<file path="src/design/bhp_pkg.sv">
// ----------------------------------------------------------------------------
// Bucket histogram package
// Shared constants, operation codes and beat types for the bucket histogram
// with percentile query.
// ----------------------------------------------------------------------------
package bhp_pkg;

    localparam int DEF_NUM_BUCKETS = 16;
    localparam int DEF_COUNT_WIDTH = 32;

    localparam int CFG_W    = 5;
    localparam int ADDR_W   = 3;
    localparam int PCT_W    = 7;

    localparam logic [CFG_W-1:0] BUCKETS_RESET = 5'd16;

    localparam logic [0:0] REG_BUCKETS_IN_USE = 1'b0;

    localparam logic [2:0] MODE_LOAD    = 3'd0;
    localparam logic [2:0] MODE_COLLECT = 3'd1;
    localparam logic [2:0] MODE_DISCARD = 3'd2;
    localparam logic [2:0] MODE_QUERY   = 3'd3;
    localparam logic [2:0] MODE_CLEAR   = 3'd4;

    localparam logic [1:0] STATUS_OK        = 2'd0;
    localparam logic [1:0] STATUS_UNDERFLOW = 2'd1;
    localparam logic [1:0] STATUS_OVERFLOW  = 2'd2;

    typedef struct packed {
        logic [2:0]         mode;
        logic signed [63:0] sample_value;
        logic [3:0]         bucket_index;
        logic [PCT_W-1:0]   percent;
    } bhp_in_t;

    typedef struct packed {
        logic signed [63:0] result_value;
        logic               bucket_found;
        logic [3:0]         found_index;
        logic [1:0]         status;
    } bhp_out_t;

    typedef struct packed {
        logic [2:0]         mode;
        logic signed [63:0] value;
        logic [3:0]         index;
        logic               hit;
        logic [3:0]         fidx;
        logic [1:0]         status;
        logic signed [63:0] res;
    } bhp_beat_t;

endpackage

</file>
<file path="src/design/bhp_cell.sv">
// ----------------------------------------------------------------------------
// Histogram cell
// Holds one bucket bound and its count, acts on the beat passing through and
// registers it on to the next cell.
// ----------------------------------------------------------------------------
module bhp_cell #(
    parameter int COUNT_WIDTH = bhp_pkg::DEF_COUNT_WIDTH,
    parameter int ACC_W       = bhp_pkg::DEF_COUNT_WIDTH + 11,
    parameter int N_W         = 5,
    parameter int CELL_ID     = 0
) (
    input  logic                aclk,
    input  logic                aresetn,
    input  logic [N_W-1:0]      n_active_i,
    input  logic [ACC_W-1:0]    thr_i,
    input  logic                in_valid,
    input  bhp_pkg::bhp_beat_t  in_beat,
    input  logic [ACC_W-1:0]    in_acc,
    output logic                out_valid,
    output bhp_pkg::bhp_beat_t  out_beat,
    output logic [ACC_W-1:0]    out_acc
);

    localparam logic [COUNT_WIDTH-1:0] CNT_MAX   = '1;
    localparam logic [3:0]             CELL_FIDX = 4'(CELL_ID);
    localparam bit                     ID_FITS   = (CELL_ID < 16);

    logic signed [63:0]       bound_reg;
    logic [COUNT_WIDTH-1:0]   count_reg;
    logic [COUNT_WIDTH-1:0]   count_next;
    logic                     valid_reg;
    bhp_pkg::bhp_beat_t       beat_reg;
    bhp_pkg::bhp_beat_t       beat_next;
    logic [ACC_W-1:0]         acc_reg;
    logic [ACC_W-1:0]         acc_next;
    logic [ACC_W-1:0]         count_x100;
    logic                     active;
    logic                     last;
    logic                     bound_we;

    assign active     = N_W'(CELL_ID) < n_active_i;
    assign last       = N_W'(CELL_ID + 1) == n_active_i;
    assign count_x100 = (ACC_W'(count_reg) << 6) + (ACC_W'(count_reg) << 5)
                      + (ACC_W'(count_reg) << 2);

    always_comb begin
        beat_next  = in_beat;
        count_next = count_reg;
        acc_next   = in_acc;
        bound_we   = 1'b0;
        if (in_valid) begin
            unique case (in_beat.mode)
                bhp_pkg::MODE_LOAD: begin
                    bound_we = ID_FITS && (in_beat.index == CELL_FIDX);
                end
                bhp_pkg::MODE_COLLECT: begin
                    if (active && !in_beat.hit && (in_beat.value <= bound_reg)) begin
                        beat_next.hit  = 1'b1;
                        beat_next.fidx = CELL_FIDX;
                        if (count_reg == CNT_MAX) begin
                            beat_next.status = bhp_pkg::STATUS_OVERFLOW;
                        end else begin
                            count_next = count_reg + 1'b1;
                        end
                    end
                end
                bhp_pkg::MODE_DISCARD: begin
                    if (active && !in_beat.hit && (in_beat.value <= bound_reg)) begin
                        beat_next.hit  = 1'b1;
                        beat_next.fidx = CELL_FIDX;
                        if (count_reg == '0) begin
                            beat_next.status = bhp_pkg::STATUS_UNDERFLOW;
                        end else begin
                            count_next = count_reg - 1'b1;
                        end
                    end
                end
                bhp_pkg::MODE_QUERY: begin
                    if (active) begin
                        acc_next = in_acc + count_x100;
                        if (!in_beat.hit && (acc_next > thr_i)) begin
                            beat_next.hit = 1'b1;
                            beat_next.res = bound_reg;
                        end
                    end
                end
                bhp_pkg::MODE_CLEAR: begin
                    count_next = '0;
                    if (last) begin
                        beat_next.res = bound_reg;
                    end
                end
                default: begin
                end
            endcase
        end
    end

    always_ff @(posedge aclk) begin
        if (!aresetn) begin
            valid_reg <= 1'b0;
            count_reg <= '0;
        end else begin
            valid_reg <= in_valid;
            count_reg <= count_next;
        end
        beat_reg <= beat_next;
        acc_reg  <= acc_next;
        if (bound_we) begin
            bound_reg <= in_beat.value;
        end
    end

    assign out_valid = valid_reg;
    assign out_beat  = beat_reg;
    assign out_acc   = acc_reg;

endmodule

</file>
<file path="config.mk">
export PLATFORM = sky130hd
export DESIGN_NAME = bhp_cell
export DESIGN_NICKNAME = d
export VERILOG_FILES = /design/src/design/bhp_pkg.sv /design/src/design/bhp_cell.sv
export SDC_FILE = /design/constraint.sdc
export NUM_CORES = 1
export LEC_CHECK = 0
export ABC_AREA = 0
export BUFFER_PORTS_ARGS = -buffer_cell sky130_fd_sc_hd__clkbuf_2
export CAP_MARGIN = 30
export CELL_PAD_IN_SITES_DETAIL_PLACEMENT = 0
export CELL_PAD_IN_SITES_GLOBAL_PLACEMENT = 1
export CORE_ASPECT_RATIO = 0.6
export CORE_MARGIN = 2
export CORE_UTILIZATION = 44
export CTS_CLUSTER_DIAMETER = 200
export DETAILED_ROUTE_END_ITERATION = 6
export GPL_TIMING_DRIVEN = 1
export PLACE_DENSITY_LB_ADDON = 0.1
export SYNTH_ARGS = -nofsm -noshare
export SYNTH_HDL_FRONTEND = slang
export SYNTH_SLANG_ARGS = --single-unit
</file>
<file path="constraint.sdc">
create_clock -name aclk -period 10.3 [get_ports aclk]
set_input_delay 1.03 -clock aclk [delete_from_list [all_inputs] [get_ports aclk]]
set_output_delay 1.03 -clock aclk [all_outputs]
set_load 0.01 [all_outputs]
</file>
# After elaboration in Yosys (flattened, before gate mapping)
# Cells that the tools add are included.
totals:
  regBits: 282
  in_bits: 236
  output_inout_bits: 186
  elab_cells: 61
classes:
  addsub: 5
  order_cmp: 3
  n_eq_ne: 10
  mux: 23
  reduce_logical: 9
ops:
  columns: ["cell", "count"]
  rows:
  - ["$mux W64", 3]
  - ["$mux W43", 3]
  - ["$mux W32", 4]
  - ["$pmux W64 S2", 1]
  - ["$pmux W32 S3", 1]
  - ["$mux W71", 1]
  - ["$le A64 B64 Y1", 1]
  - ["$add A43 B40 Y43", 1]
  - ["$gt A43 B43 Y1", 1]
  - ["$add A39 B34 Y40", 1]
  - ["$add A38 B37 Y39", 1]
  - ["$add A32 B1 Y32 const B", 1]
  - ["$eq A32 B32 Y1 const B", 1]
  - ["$logic_not A32 Y1", 1]
  - ["$sub A32 B1 Y32 const B", 1]
  - ["$mux W7", 2]
  - ["$pmux W6 S2", 1]
  - ["$ne A2 B2 Y1 const B", 4]
  - ["$eq A3 B2 Y1 const B", 2]
  - ["$reduce_and A6 Y1", 1]
  - ["$eq A1 B5 Y1 const A", 1]
  - ["$lt A1 B5 Y1 const A", 1]
  - ["$logic_not A4 Y1", 1]
  - ["$mux W1", 4]
  - ["8 further kinds", 11]

# Logic depth before layout (Yosys ltp)
logic_depth:
  ltp_word: 9
  ltp_mapped: 26

# Least setup slack after synthesis
# No wires, ideal clock.
synth_path:
  path_kind: "input -> register"
  start: "in in_acc[7]"
  end: "reg beat_reg (netlist bit out_beat[10])"
  arrival_ns: 6.431
  setup_slack_ns: 3.748
  cell_stages: 23
  path_cell_list: "inv_1 > fa_1 > fa_1 > inv_1 > ha_1 > a211oi_1 > a2111oi_0 > o21ai_0 > a21oi_1 > a211oi_1 > o21ai_0 > a21oi_1 > nor2_1 > xor2_1 > ha_1 > nand3_1 > nor3_1 > and4_1 > nor3b_1 > a21boi_0 > a31oi_2 > buf_2 > mux2_2"
synth_lines:
  columns: ["element", "line_no", "text"]
  rows:
  - ["from (decl)", "bhp_cell.sv:18", "input logic [ACC_W-1:0] in_acc,"]
  - ["to (signal assigned)", "bhp_cell.sv:107", "beat_reg <= beat_next;"]
  - ["to (decl)", "bhp_cell.sv:32", "bhp_pkg::bhp_beat_t beat_reg;"]

==> impl_metrics.ini <==
[clocking]
cts_tree = yes
cts_hold_buf = 0
cts_made_buffers = 28
post_cts_buffers = 0
clkSinkCount = 282
insertion_delay_ns = 0.57
htreeDepth = 1
clk_pin_slew_worst_paths_ns = 0.07
clockBufferDepth = 3
cts_resized = 0
cts-root-buf = clkbuf_16

[global_route]
antenna_found_initial = 3
grt_pass1_vias = 12600
grt_max_degree = 60
overflow = 0
grt_use_total_pct = 25.1
grt_pass1_wl_um = 74900

[floorplan]
die_area_um2 = 38600
num_io_pins = 422
coreArea_um2 = 36400
placementRows = 54
die-width_um = 252
start_util_pct = 44.7
die_h_um = 153

[hold_path]
hp-start = bound_reg[37]
whs_endpoint = out_beat[37]
hold_path_depth = 1
worstHoldPathType = reg -> reg

[finish]
drive_gt1_share_pct = 27.4
final_cell_mix = 421 x clkbuf_2, 254 x inv_1, 218 x dfxtp_1
final_core_util_pct = 54.6
stdcell_area_um2 = 19900
largest_reg_flops = 142
final_nets = 2550
final_common_cell = clkbuf_2
area_growth_pct = 22.2

[timing]
fin_skew_ns = 0.0145
finalMaxSlewViolations = 0
setup_tns_ns = 0
rsz0062_at_grt = no
max_freq_mhz = 120
relSlewSlack_pct = 36.1
fin_crit_ns = 8.33
hold_violations = 0
post-route-worst-setup-slack_ns = 1.97
timing_worst_slew_pin_value_ns = 0.952
setup_viol = 0
min_period_over_period_pct = 80.9

[drt]
postRouteAntennaNets = 0
dr.pass1.iters = 5
drtIter0Drc = 780
drc = 0
post_drt_via_cell_ratio = 5.20
vias = 13300
wl_per_cell_um = 19.1
totalWireLength_um = 49100

[synth]
yosys_register_bits = 282
syn_nets = 2120
synthArstFlopShare_pct = 0
syn_area_um2 = 16300
syn_avg_cell_area_um2 = 9.94
synth_warnings = 0
ys.flop_type = dfxtp_1
ys_seq_area_share_pct = 38.6
synth_edf_count = 64
synth_cell_types = 64
synthCells = 1637

[placed_design]
gp_congestion = 0.898
io_buffers = 421
place_area_um2 = 18900
dp_slack_ns = 1.60
dpl.hpwl_um = 40400

[setup_path]
path_cells = inv_1, fa_1, fa_1, inv_1, ha_1, a211oi_1, a2111oi_0, o21ai_0, a21oi_1, a211oi_1, o21ai_0, a21oi_1, nor2_1, xor2_1, ha_1, nand3_1, nor3_1, and4_1, nor3b_1, a21boi_0, a31oi_4, buf_4, mux2_2
critPathCaptureType = flip-flop
required_ns = 10.75
startpoint_type = flip-flop
rr_endpoint = out_beat[40]
r2r_setup_slack_ns = 1.97
slowest_delay_ns = 0.69
path_max_fanout = 59
r2r-start = count_reg[1]
reg2reg_depth = 23
crit_path_top_delay_cell = buf_4
cp.arrival_ns = 8.78
criticalPathCategory = reg -> reg

[power]
peakVddDrop_mv = 0.119
power.density_nw_per_um2 = 130
p_leak_nw = 9.84

[outcome]
status = complete, no violations

[run]
max_cap_violations = 0
## final cells by class
type                    count  area, um2
diodes                      2       5.00
repair buffers            430       2180
fillers                  3343      16500
well taps                 476        596
clock inverters            10        101
inverters                 255        957
flip-flops and latches    282       6290
clock buffers              42        837
multi-input cells        1070       8910
## critical path: cells and delay by family, from the launching register on
| family | cells | cell delay (ns) |
|---|---|---|
| simple gates | 5 | 1.52 |
| mux | 1 | 0.41 |
| flops | 1 | 0.51 |
| buf+inv | 3 | 0.89 |
| fa+ha+maj | 4 | 1.66 |
| compound gates | 9 | 3.02 |
| xor+xnor | 1 | 0.16 |
## cells in the mapped netlist (all sizes together), types with 8 or more instances
cell / number / area (um2)
inv: 254 / 953
or4: 8 / 63.8
o21bai: 12 / 90.1
nand2: 87 / 327
nor2: 49 / 184
edfxtp: 64 / 1920
a211oi: 19 / 148
buf: 11 / 52.6
nand3: 69 / 345
mux2: 88 / 991
fa: 62 / 1240
a21oi: 136 / 681
a21o: 43 / 323
nor4: 13 / 81.3
nand4: 43 / 269
xor2: 18 / 158
xnor2: 44 / 385
ha: 185 / 2310
o21ai: 60 / 300
clkbuf: 19 / 71.3
o21a: 9 / 67.6
dfxtp: 218 / 4360
o211ai: 10 / 75.1
nor2b: 12 / 75.1
nor3: 14 / 75.1
## stage by stage
step	power, mW	hold WS, ns	std cells
after global placement	1.54	0.485	2512
after CTS	2.60	0.504	2565
after global routing	2.68	0.517	2567
after detailed placement	1.54	0.489	2513
after floorplan	1.39	0.477	1637
final	2.58	0.496	2567
## logic make-up (layout without fill, tap and decap cells)
| logic type | count (synthesis) | in the layout | synth area share [%] |
|---|---|---|---|
| other | 0 | 2 | 0 |
| adder cells (fa/ha/maj) | 247 | 247 | 21.9 |
| multiplexers | 89 | 89 | 6.15 |
| AO/OA/AOI/OAI | 341 | 341 | 13.1 |
| XOR/XNOR | 62 | 62 | 3.34 |
| flip-flops | 282 | 282 | 38.6 |
| AND/OR/NAND/NOR | 331 | 331 | 10.2 |
| buffers and inverters | 285 | 737 | 6.64 |
## metal layers
| layer | GRT usage [%] | vias up | share of wire, % |
|---|---|---|---|
| met5 | 0 | - | 0.026 |
| met2 | 35.6 | 376 | 41 |
| met1 | 38.6 | 6325 | 51 |
| met3 | 5.99 | 42 | 6.9 |
| li1 | - | 6593 | - |
| met4 | 4.45 | 2 | 1.4 |
## worst max path at each step
| stage | from | to | slack, ns | cells past startpoint |
|---|---|---|---|---|
| final | count_reg[1] | out_beat[40] | 1.97 | 23 |
| after global routing | count_reg[1] | out_beat[9] | 1.48 | 23 |
| after CTS | count_reg[1] | out_beat[44] | 2.09 | 23 |
| after detailed placement | in_acc[7] | out_beat[13] | 1.60 | 24 |
| after global placement | in_acc[12] | out_beat[51] | 1.84 | 24 |
| after floorplan | in_acc[7] | out_beat[10] | 3.75 | 23 |
## power by group
part / switching [mW] / total, mW / internal [mW]
Sequential: 0.0133 / 1.19 / 1.17
Clock: 0.462 / 1.06 / 0.594
Combinational: 0.188 / 0.333 / 0.145
Total: 0.663 / 2.58 / 1.91
(Power assumes the default switching activity.)
